`src/hdl/glut_pkg.sv`:
```
`timescale 1ns / 1ps

package glut_pkg;

    localparam int LUT_SIZE  = 256;
    localparam int MAX_STOPS = 16;
    localparam int DBITS     = $clog2(LUT_SIZE);
    localparam int LUT_D     = LUT_SIZE - 1;
    localparam int SBITS     = $clog2(MAX_STOPS);
    localparam int HALF_D    = LUT_D / 2;

    localparam logic OP_WRITE  = 1'b0;
    localparam logic OP_SAMPLE = 1'b1;

    localparam logic [1:0] CFG_STOP_COUNT  = 2'd0;
    localparam logic [1:0] CFG_LAYER_COUNT = 2'd1;
    localparam logic [1:0] CFG_MIRROR_MODE = 2'd2;

    typedef struct packed {
        logic mul_en;
        logic out_en;
    } glut_blend_ctl_t;

    // quotient by LUT_D = 2^DBITS - 1, exact while the quotient stays below 2^DBITS
    function automatic logic [DBITS-1:0] div_d(input logic [2*DBITS:0] x);
        logic [2*DBITS:0] t;
        t = x + (2*DBITS+1)'(1) + (x >> DBITS);
        return t[2*DBITS-1:DBITS];
    endfunction

endpackage

```
`src/hdl/glut_blend.sv`:
```
`timescale 1ns / 1ps

module glut_blend (
    input  logic                   aclk,
    input  glut_pkg::glut_blend_ctl_t ctl,
    input  logic [7:0]             a,
    input  logic [7:0]             b,
    input  logic [glut_pkg::DBITS-1:0] r,
    output logic [7:0]             y
);
    import glut_pkg::*;

    logic [2*DBITS-1:0] mix_reg, mix_next;
    logic [7:0]         y_reg, y_next;
    logic [DBITS-1:0]   rc;

    always_comb begin
        rc       = DBITS'(LUT_D) - r;
        mix_next = (2*DBITS)'(a * rc) + (2*DBITS)'(b * r);
        // round to nearest, ties up
        y_next   = 8'(div_d({1'b0, mix_reg} + (2*DBITS+1)'(HALF_D)));
    end

    always_ff @(posedge aclk) begin
        if (ctl.mul_en) begin
            mix_reg <= mix_next;
        end
        if (ctl.out_en) begin
            y_reg <= y_next;
        end
    end

    assign y = y_reg;

endmodule

```
`src/hdl/gradient_lut_sampler_core.sv`:
```
`timescale 1ns / 1ps
// gradient_lut_sampler_core
// Input channel (s_*): one beat per item. op = write stores one colour stop
// and gives no result; op = sample returns the gradient colour at lut_index.
// Result channel (m_*): red, green, blue of each sample beat, in order.
// Configuration channel (cfg_*): stop_count, layer_count, mirror_mode,
// written by index; cfg_ready is always high. Write only while idle.
// A sample accepted into stage 1 shows on m_valid once it reaches stage 8.
// Throughput: one beat per cycle while the receiver keeps up, set by an 8-stage
// pipeline in which multiplies and divisions by LUT_SIZE-1 sit in separate stages.
// Stop writes travel down the pipeline and update the stop store at the
// stage where samples read it, so order of writes and samples is kept.
// Reset clears all stage valid bits and restores the register defaults;
// the stop store is undefined until written.
// When the receiver stalls, the output holds and empty stages ahead of it
// keep filling; s_ready falls only when all stages are occupied.
module gradient_lut_sampler_core (
    input  logic       aclk,
    input  logic       aresetn,
    input  logic       s_valid,
    output logic       s_ready,
    input  logic       s_op,
    input  logic [3:0] s_stop_index,
    input  logic [7:0] s_stop_red,
    input  logic [7:0] s_stop_green,
    input  logic [7:0] s_stop_blue,
    input  logic [7:0] s_lut_index,
    output logic       m_valid,
    input  logic       m_ready,
    output logic [7:0] m_red,
    output logic [7:0] m_green,
    output logic [7:0] m_blue,
    input  logic       cfg_valid,
    output logic       cfg_ready,
    input  logic [1:0] cfg_index,
    input  logic [7:0] cfg_data
);
    import glut_pkg::*;

    // configuration
    logic [4:0] stop_count_reg;
    logic [7:0] layer_count_reg;
    logic       mirror_reg;

    always_ff @(posedge aclk) begin
        if (!aresetn) begin
            stop_count_reg  <= 5'd2;
            layer_count_reg <= 8'd1;
            mirror_reg      <= 1'b0;
        end else if (cfg_valid && cfg_ready) begin
            case (cfg_index)
                CFG_STOP_COUNT:  stop_count_reg  <= cfg_data[4:0];
                CFG_LAYER_COUNT: layer_count_reg <= cfg_data;
                CFG_MIRROR_MODE: mirror_reg      <= cfg_data[0];
                default: ;
            endcase
        end
    end

    assign cfg_ready = 1'b1;

    logic [7:0]       layers;
    logic [SBITS-1:0] nm1;

    always_comb begin
        layers = (layer_count_reg == 8'd0) ? 8'd1 : layer_count_reg;
        if (stop_count_reg == 5'd0) begin
            nm1 = '0;
        end else if (32'(stop_count_reg) > MAX_STOPS) begin
            nm1 = SBITS'(MAX_STOPS - 1);
        end else begin
            nm1 = SBITS'(stop_count_reg - 5'd1);
        end
    end

    // stage valid bits and ready chain
    logic v1_reg, v2_reg, v3_reg, v4_reg, v5_reg, v6_reg, v7_reg, v8_reg;
    logic rdy1, rdy2, rdy3, rdy4, rdy5, rdy6, rdy7, rdy8;

    assign rdy8    = !v8_reg || m_ready;
    assign rdy7    = !v7_reg || rdy8;
    assign rdy6    = !v6_reg || rdy7;
    assign rdy5    = !v5_reg || rdy6;
    assign rdy4    = !v4_reg || rdy5;
    assign rdy3    = !v3_reg || rdy4;
    assign rdy2    = !v2_reg || rdy3;
    assign rdy1    = !v1_reg || rdy2;
    assign s_ready = rdy1;

    // payload carried through the front stages
    logic             op1_reg, op2_reg, op3_reg, op4_reg, op5_reg;
    logic [SBITS-1:0] idx1_reg, idx2_reg, idx3_reg, idx4_reg, idx5_reg;
    logic [23:0]      col1_reg, col2_reg, col3_reg, col4_reg, col5_reg;
    logic [7:0]       i1_reg;
    logic [2*DBITS-1:0] prod2_reg, prod2_next;
    logic [DBITS-1:0] fn3_reg, fn3_next;
    logic [DBITS+SBITS-1:0] p4_reg, p4_next;
    logic [SBITS-1:0] k5_reg, k5_next;
    logic [DBITS-1:0] r5_reg, r5_next;
    logic [23:0]      c0_reg, c1_reg;
    logic [DBITS-1:0] r6_reg;

    logic [DBITS-1:0]   q3, rem3, layer3;
    logic [2*DBITS:0]   rem3_w;
    logic [SBITS-1:0]   kq5;
    logic [DBITS+SBITS:0] r5_w;

    always_comb begin
        prod2_next = (2*DBITS)'(i1_reg * layers);

        q3     = div_d({1'b0, prod2_reg});
        rem3_w = {1'b0, prod2_reg} - {1'b0, q3, {DBITS{1'b0}}} + (2*DBITS+1)'(q3);
        rem3   = rem3_w[DBITS-1:0];
        if (q3 >= layers) begin
            layer3   = layers - 8'd1;
            fn3_next = DBITS'(LUT_D);
        end else begin
            layer3   = q3;
            fn3_next = rem3;
        end
        if (mirror_reg && layer3[0]) begin
            fn3_next = DBITS'(LUT_D) - fn3_next;
        end

        p4_next = (DBITS+SBITS)'(fn3_reg * nm1);

        kq5 = SBITS'(div_d((2*DBITS+1)'(p4_reg)));
        if (nm1 == '0) begin
            k5_next = '0;
        end else if (kq5 > nm1 - SBITS'(1)) begin
            k5_next = nm1 - SBITS'(1);
        end else begin
            k5_next = kq5;
        end
        r5_w    = {1'b0, p4_reg} - (DBITS+SBITS+1)'({k5_next, {DBITS{1'b0}}})
                + (DBITS+SBITS+1)'(k5_next);
        r5_next = r5_w[DBITS-1:0];
    end

    always_ff @(posedge aclk) begin
        if (!aresetn) begin
            v1_reg <= 1'b0;
            v2_reg <= 1'b0;
            v3_reg <= 1'b0;
            v4_reg <= 1'b0;
            v5_reg <= 1'b0;
            v6_reg <= 1'b0;
            v7_reg <= 1'b0;
            v8_reg <= 1'b0;
        end else begin
            if (rdy1) v1_reg <= s_valid;
            if (rdy2) v2_reg <= v1_reg;
            if (rdy3) v3_reg <= v2_reg;
            if (rdy4) v4_reg <= v3_reg;
            if (rdy5) v5_reg <= v4_reg;
            if (rdy6) v6_reg <= v5_reg && (op5_reg == OP_SAMPLE);
            if (rdy7) v7_reg <= v6_reg;
            if (rdy8) v8_reg <= v7_reg;
        end
    end

    always_ff @(posedge aclk) begin
        if (rdy1) begin
            op1_reg  <= s_op;
            idx1_reg <= s_stop_index;
            col1_reg <= {s_stop_red, s_stop_green, s_stop_blue};
            i1_reg   <= s_lut_index;
        end
        if (rdy2) begin
            op2_reg   <= op1_reg;
            idx2_reg  <= idx1_reg;
            col2_reg  <= col1_reg;
            prod2_reg <= prod2_next;
        end
        if (rdy3) begin
            op3_reg  <= op2_reg;
            idx3_reg <= idx2_reg;
            col3_reg <= col2_reg;
            fn3_reg  <= fn3_next;
        end
        if (rdy4) begin
            op4_reg  <= op3_reg;
            idx4_reg <= idx3_reg;
            col4_reg <= col3_reg;
            p4_reg   <= p4_next;
        end
        if (rdy5) begin
            op5_reg  <= op4_reg;
            idx5_reg <= idx4_reg;
            col5_reg <= col4_reg;
            k5_reg   <= k5_next;
            r5_reg   <= r5_next;
        end
    end

    // colour stop store
    logic [23:0] stop_mem [MAX_STOPS];

    always_ff @(posedge aclk) begin
        if (rdy6) begin
            if (v5_reg && (op5_reg == OP_WRITE)) begin
                stop_mem[idx5_reg] <= col5_reg;
            end
            c0_reg <= stop_mem[k5_reg];
            // a single stop never touches the next entry
            c1_reg <= stop_mem[(nm1 == '0) ? k5_reg : k5_reg + SBITS'(1)];
            r6_reg <= r5_reg;
        end
    end

    glut_blend_ctl_t bctl;

    assign bctl.mul_en = rdy7;
    assign bctl.out_en = rdy8;

    glut_blend u_blend_r (
        .aclk (aclk),
        .ctl  (bctl),
        .a    (c0_reg[23:16]),
        .b    (c1_reg[23:16]),
        .r    (r6_reg),
        .y    (m_red)
    );

    glut_blend u_blend_g (
        .aclk (aclk),
        .ctl  (bctl),
        .a    (c0_reg[15:8]),
        .b    (c1_reg[15:8]),
        .r    (r6_reg),
        .y    (m_green)
    );

    glut_blend u_blend_b (
        .aclk (aclk),
        .ctl  (bctl),
        .a    (c0_reg[7:0]),
        .b    (c1_reg[7:0]),
        .r    (r6_reg),
        .y    (m_blue)
    );

    assign m_valid = v8_reg;

    // input blocks only with the receiver stalled and stages 1, 4, 7 and 8 full
    assert property (@(posedge aclk) disable iff (!aresetn)
        !s_ready |-> (v1_reg && v4_reg && v7_reg && m_valid && !m_ready))
        else $error("s_ready low with a free stage");

    // segment index stays inside the stops in use
    assert property (@(posedge aclk) disable iff (!aresetn)
        v5_reg && (op5_reg == OP_SAMPLE) |->
            ((nm1 == '0) ? (k5_reg == '0) : (k5_reg < nm1)))
        else $error("segment index out of range");

    // interpolation weight never passes the full step
    assert property (@(posedge aclk) disable iff (!aresetn)
        v5_reg && (op5_reg == OP_SAMPLE) |-> (32'(r5_reg) <= LUT_D))
        else $error("interpolation weight out of range");

    // a stalled result keeps its red and blue channels while the stages behind it advance
    assert property (@(posedge aclk) disable iff (!aresetn)
        m_valid && !m_ready |=> m_valid && $stable(m_red) && $stable(m_blue))
        else $error("stalled result changed");

endmodule

```
`config.mk`:
```
export PLATFORM = sky130hd
export DESIGN_NAME = gradient_lut_sampler_core
export DESIGN_NICKNAME = d
export VERILOG_FILES = /design/src/hdl/glut_pkg.sv /design/src/hdl/glut_blend.sv /design/src/hdl/gradient_lut_sampler_core.sv
export SDC_FILE = /design/constraint.sdc
export NUM_CORES = 2
export LEC_CHECK = 0
export ABC_AREA = 0
export BUFFER_PORTS_ARGS = -buffer_cell sky130_fd_sc_hd__buf_2
export CAP_MARGIN = 20
export CORE_ASPECT_RATIO = 0.75
export CORE_MARGIN = 2
export CORE_UTILIZATION = 50
export CTS_BUF_LIST = sky130_fd_sc_hd__clkbuf_2 sky130_fd_sc_hd__clkbuf_4 sky130_fd_sc_hd__clkbuf_8
export DETAILED_ROUTE_END_ITERATION = 8
export HOLD_SLACK_MARGIN = 0.02
export PLACE_DENSITY = 0.66
export SYNTH_ARGS = -nofsm -noshare
export SYNTH_HDL_FRONTEND = slang
export SYNTH_SLANG_ARGS = --single-unit
```
`constraint.sdc`:
```
create_clock -name aclk -period 12.2 [get_ports aclk]
set_input_delay 0.61 -clock aclk [delete_from_list [all_inputs] [get_ports aclk]]
set_output_delay 0.61 -clock aclk [all_outputs]
set_load 0.1 [all_outputs]
```
; ---- Word-level counts from Yosys, hierarchy flattened
; Memory sizes are Yosys's and may differ from the RTL's. A register that Yosys moved wholly into a read port is not among the register bits.
; Cells that the tools add are included.
; Widths: inputs -> output; s select.
[op_classes]
addsub = 26
n_mul = 8
order_cmp = 3
eq_ne = 2
muxes = 12
n_bitwise = 1
n_reduce_logical = 26
[op_table]
columns = operator, n
row1 = $mul 8x8->16, 7
row2 = $add 16x1->16 const B, 4
row3 = $add 16x7->17 const B, 3
row4 = $add 16x16->16, 3
row5 = $add 16x9->16, 3
row6 = $mux 8, 3
row7 = $mux 4, 5
row8 = $add 16x8->16, 1
row9 = $sub 8x1->8 const B, 2
row10 = $sub 8x8->8 const A, 2
row11 = $add 12x1->12 const B, 1
row12 = $add 12x4->12, 1
row13 = $mul 8x4->12, 1
row14 = $add 8x4->8, 1
row15 = $add 8x8->8, 1
row16 = $ge 8x8->1, 1
row17 = $logic_not 1->1, 8
row18 = $logic_not 8->1, 1
row19 = $logic_or 1x1->1, 8
row20 = $sub 4x1->4 const B, 2
row21 = $reduce_and 2->1, 3
row22 = $gt 5x5->1 const B, 1
row23 = $logic_not 5->1, 1
row24 = $add 4x1->4 const B, 1
row25 = other kinds (9), 14
[totals]
ff_bits = 303
ram_bits = 384
input_bits = 52
output_inout_bits = 27
word_cells = 118
mem_count = 1
[memory_table]
columns = name, words, word_bits, rd, rd_clocked_by_memory_dff, wr, line
row1 = stop_mem, 16, 24, 2, 2, 1, gradient_lut_sampler_core.sv:197  ; logic [23:0] stop_mem [MAX_STOPS];

; ---- Depth between registers and ports, before layout
[logic_depth]
ltp_word = 9
ltp_mapped = 22
depth_no_buf = 21

; ---- By module
; A second synthesis with hierarchy kept.
[unflattened]
hier_cells = 3797
area_unflattened_um2 = 48629.1
[by_module_without_submodules]
columns = mod, n_inst, cells_per_inst, area_each_um2, seq_area_each_um2
row1 = gradient_lut_sampler_core, 1, 1952, 31034.8, 19688.9
row2 = glut_blend (u_blend_r), 1, 616, 5899.4, 720.7
row3 = glut_blend (u_blend_g), 1, 615, 5858.1, 720.7
row4 = glut_blend (u_blend_b), 1, 614, 5836.8, 720.7

; ---- Least setup slack after synthesis
; No wires, ideal clock.
[synth_path]
path_type = flip-flop to flip-flop
start = register r6_reg[3]
end = register u_blend_g.mix_reg[15], data pin
setup_time_ns = 0.259
t_arrival_ns = 5.240
required_ns = 11.941
path_slack_ns = 6.701
stages_incl_launch_ff = 20
path_buffers = 2
period_less_slack_ns = 5.499
cell_sequence = edfxtp_1 clkbuf_1 clkbuf_1 and2_1 fa_1 fa_1 fa_1 fa_1 fa_1 inv_1 fa_1 inv_1 ha_1 a21o_1 a21o_1 a22o_1 a21oi_1 o21ai_0 a21oi_1 xnor2_1
[synth_between]
elab_chain_len = 3
elab_cells_between_ends = 4
cone_classes = add/sub: 2 / mul: 2
[synth_lines]
columns = element, line
row1 = "start, declared", gradient_lut_sampler_core.sv:101  ; logic [DBITS-1:0] r6_reg;
row2 = "start signal, assigned", gradient_lut_sampler_core.sv:207  ; r6_reg <= r5_reg;
row3 = $sub 8x8->8, glut_blend.sv:18  ; rc = DBITS'(LUT_D) - r;
row4 = $mul 8x8->16, glut_blend.sv:19  ; mix_next = (2*DBITS)'(a * rc) + (2*DBITS)'(b * r);
row5 = $add 16x16->16 (*), glut_blend.sv:19
row6 = named net u_blend_g.mix_next[15], glut_blend.sv:13  ; logic [2*DBITS-1:0] mix_reg, mix_next;
row7 = "end signal, assigned", glut_blend.sv:26  ; mix_reg <= mix_next;
row8 = "end, declared", glut_blend.sv:13
; Mark *: on every way through the listed nets, which the timed path passes. The rest lies on a longest branch.
; A chain may end at the register's enable or synchronous reset.

; ---- Worst setup path after layout
[layout_path]
start = register r6_reg[4]
end = register u_blend_g.mix_reg[15], data pin
; The elaborated chain is that of the path after synthesis.

==> impl_metrics.tcl <==
set metrics [dict create \
    critPathRequiredTime_ps 12730 \
    synth-seq-cells 735 \
    via_per_inst 5.58 \
    rows 98 \
    drc 0 \
    rsz0062_at_grt "no" \
    status "complete, no violations" \
    use_met2 0.353 \
    fmax_mhz 168 \
    fin_crit_ps 5950 \
    cts_made_buffers 116 \
    grt_use_met3 0.0568 \
    setup_viol 0 \
    clk_pin_slew_ps 60 \
    drt_pass1_iterations 5 \
    ios 79 \
    nFillCells 7982 \
    die_h_um 273 \
    wl_um 113000 \
    min_to "layer_count_reg[0]" \
    finClkSkew_ps 49.9 \
    period_share 0.488 \
    synth.most_common_cell "edfxtp_1" \
    final_layout_size_suffix_gt1_frac 0.113 \
    cp-end-kind "flip-flop" \
    async_reset_ff_frac 0 \
    hp-class "in2reg" \
    clkSinkCount 735 \
    die_area_um2 98900 \
    ff2ff_setup_slack_ps 6250 \
    startpoint_type "flip-flop" \
    netlist_top_cells_area "edfxtp_1, fa_1, ha_1, inv_1, mux4_2" \
    cp_slowest_cell "fa_1" \
    grt_pass1_wl_um 177000 \
    ant_nets 0 \
    whs_path_depth 2 \
    synthCells 3953 \
    largest_reg_flops 384 \
    grtUsageMet1 0.337 \
    hpwlAfterDp_um 74700 \
    final-hold-violation-count 0 \
    whs_ps 142 \
    final_max_slew_viol_count 0 \
    gp_congestion 0.815 \
    r2r_start "r6_reg[4]" \
    synthDistinctLibCells 82 \
    synth_top_area_frac 0.444 \
    seq_area_frac_synth 0.453 \
    clkLatencyLatePin_ps 820 \
    core_um2 95400 \
    fp.dieW_um 362 \
    critPathMostFrequentCell "fa_1" \
    crit_chain "buf_4 > nor2b_1 > fa_1 > inv_1 > fa_1 > fa_1 > inv_1 > fa_1 > fa_1 > inv_1 > fa_1 > inv_1 > ha_1 > a21o_1 > a21o_1 > a22o_1 > a21oi_1 > o21ai_0 > a21oi_1 > xnor2_1" \
    track_usage 0.234 \
    synth_area_um2 48200 \
    yosys.area.top_type "edfxtp_1" \
    cts_tree "built" \
    grt_antenna_before_repair 2 \
    post_drt_wl_per_cell_um 20.7 \
    critPathKind "reg2reg" \
    tightest_slew_ps 1120 \
    ys_warn_count 0 \
    max_stage_delay_ps 550 \
    first_global_vias 31203 \
    synth_edf_count 713 \
    place_area_um2 50100 \
    r2r_end "u_blend_g.mix_reg[15]" \
    grt_remaining_overflow 0 \
    syn_area_per_cell_um2 12.2 \
    tns_ps 0 \
    nets 4797 \
    fin_area_um2 53000 \
    area_growth_syn_to_layout_pct 10.1 \
    cts_max_level 3 \
    drv_cap 0 \
    io_buffer_count 77 \
    grt_max_degree 100 \
    busiest_layer "met2" \
    synthTopCellsByCount "edfxtp_1, inv_1, nand2_1, fa_1, ha_1" \
    via_count 30459 \
    drtIter0Drc 2556 \
    synth_ff_type "edfxtp_1" \
    reg2regPathDepth 20 \
    crit_fanout 48 \
    hp-start "aresetn" \
    cts_max_path_buffers 3 \
    max_slew_margin 0.253 \
    cts_root_buf "clkbuf_8" \
    regArea_um2 21900 \
    start_util 0.505 \
    multi_input_area_um2 24000 \
    regMostFlops "stop_mem" \
    arrival_ps 6480 \
]
## critical path, delay by kind of cell (launching register included)
family | cells | cell delay (ps)
AO/OA/AOI/OAI | 6 | 1120
XOR/XNOR | 1 | 100
adder cells (fa/ha/maj) | 7 | 3310
buffers and inverters | 5 | 680
flip-flops | 1 | 320
AND/OR/NAND/NOR | 1 | 140
## cells in the final DEF, fill, tap and decap left out, types with 118 or more instances in the layout
| cell | count |
|---|---|
| edfxtp_1 | 713 |
| clkbuf_8 | 118 |
| ha_1 | 300 |
| inv_1 | 497 |
| a21oi_1 | 130 |
| fa_1 | 338 |
| nor2b_1 | 158 |
| and2_1 | 189 |
| nand2_1 | 347 |
| mux2i_1 | 143 |
## timing repair
action | in CTS | in global routing
gates resized for setup | 0 | 0
setup buffers | 0 | 0
hold buffers | 46 | 0
hold endpoints to repair | 50 | 0
## worst max-delay path by stage
stage	depth (start not counted)	endpoint	startpoint	slack (ps)
floorplan	19	u_blend_g.mix_reg[15]	r6_reg[3]	6700
global placement	20	u_blend_g.mix_reg[15]	r6_reg[4]	6340
detailed placement	19	u_blend_g.mix_reg[15]	r6_reg[2]	6260
CTS	19	u_blend_g.mix_reg[15]	r6_reg[2]	6230
global route	20	u_blend_g.mix_reg[15]	r6_reg[4]	5960
finish	20	u_blend_g.mix_reg[15]	r6_reg[4]	6250
## cell type report
| type | count | area share |
|---|---|---|
| Tap cell | 1250 | 0.0295 |
| Sequential cell | 735 | 0.412 |
| Timing Repair Buffer | 179 | 0.0260 |
| Antenna cell | 2 | 0.0000944 |
| Clock inverter | 60 | 0.00878 |
| Clock buffer | 155 | 0.0359 |
| Multi-Input combinational cell | 2576 | 0.452 |
| Inverter | 499 | 0.0353 |
## metal layers
| layer | part of all wire | wire (um) |
|---|---|---|
| met1 | 0.45 | 50700 |
| met4 | 0.026 | 2970 |
| met5 | 0 | 0 |
| met2 | 0.44 | 49200 |
| met3 | 0.088 | 9960 |
## metrics by stage
| stage | util | setup slack [ps] | std cells |
|---|---|---|---|
| 5_1_grt | 0.556 | 5960 | 5455 |
| 6_report | 0.556 | 6250 | 5456 |
| 4_1_cts | 0.555 | 6230 | 5451 |
| 3_5_place_dp | 0.526 | 6260 | 5190 |
| 3_3_place_gp | 0.525 | 6340 | 5186 |
| 2_1_floorplan | - | 6700 | 3955 |
## cells by family (layout without fill, tap and decap cells)
family / Yosys count / in the layout / synth area share
buf+inv: 644 / 893 / 0.0526
simple gates: 1097 / 1097 / 0.119
other cells: 2 / 6 / 0.000156
xor+xnor: 163 / 163 / 0.0298
mux: 243 / 243 / 0.0701
fa+ha+maj: 638 / 638 / 0.218
compound gates: 431 / 431 / 0.0565
flops: 735 / 735 / 0.453
Power is not shown: default switching activity piles up to over one toggle a cycle in this logic, so the estimate is an artifact.
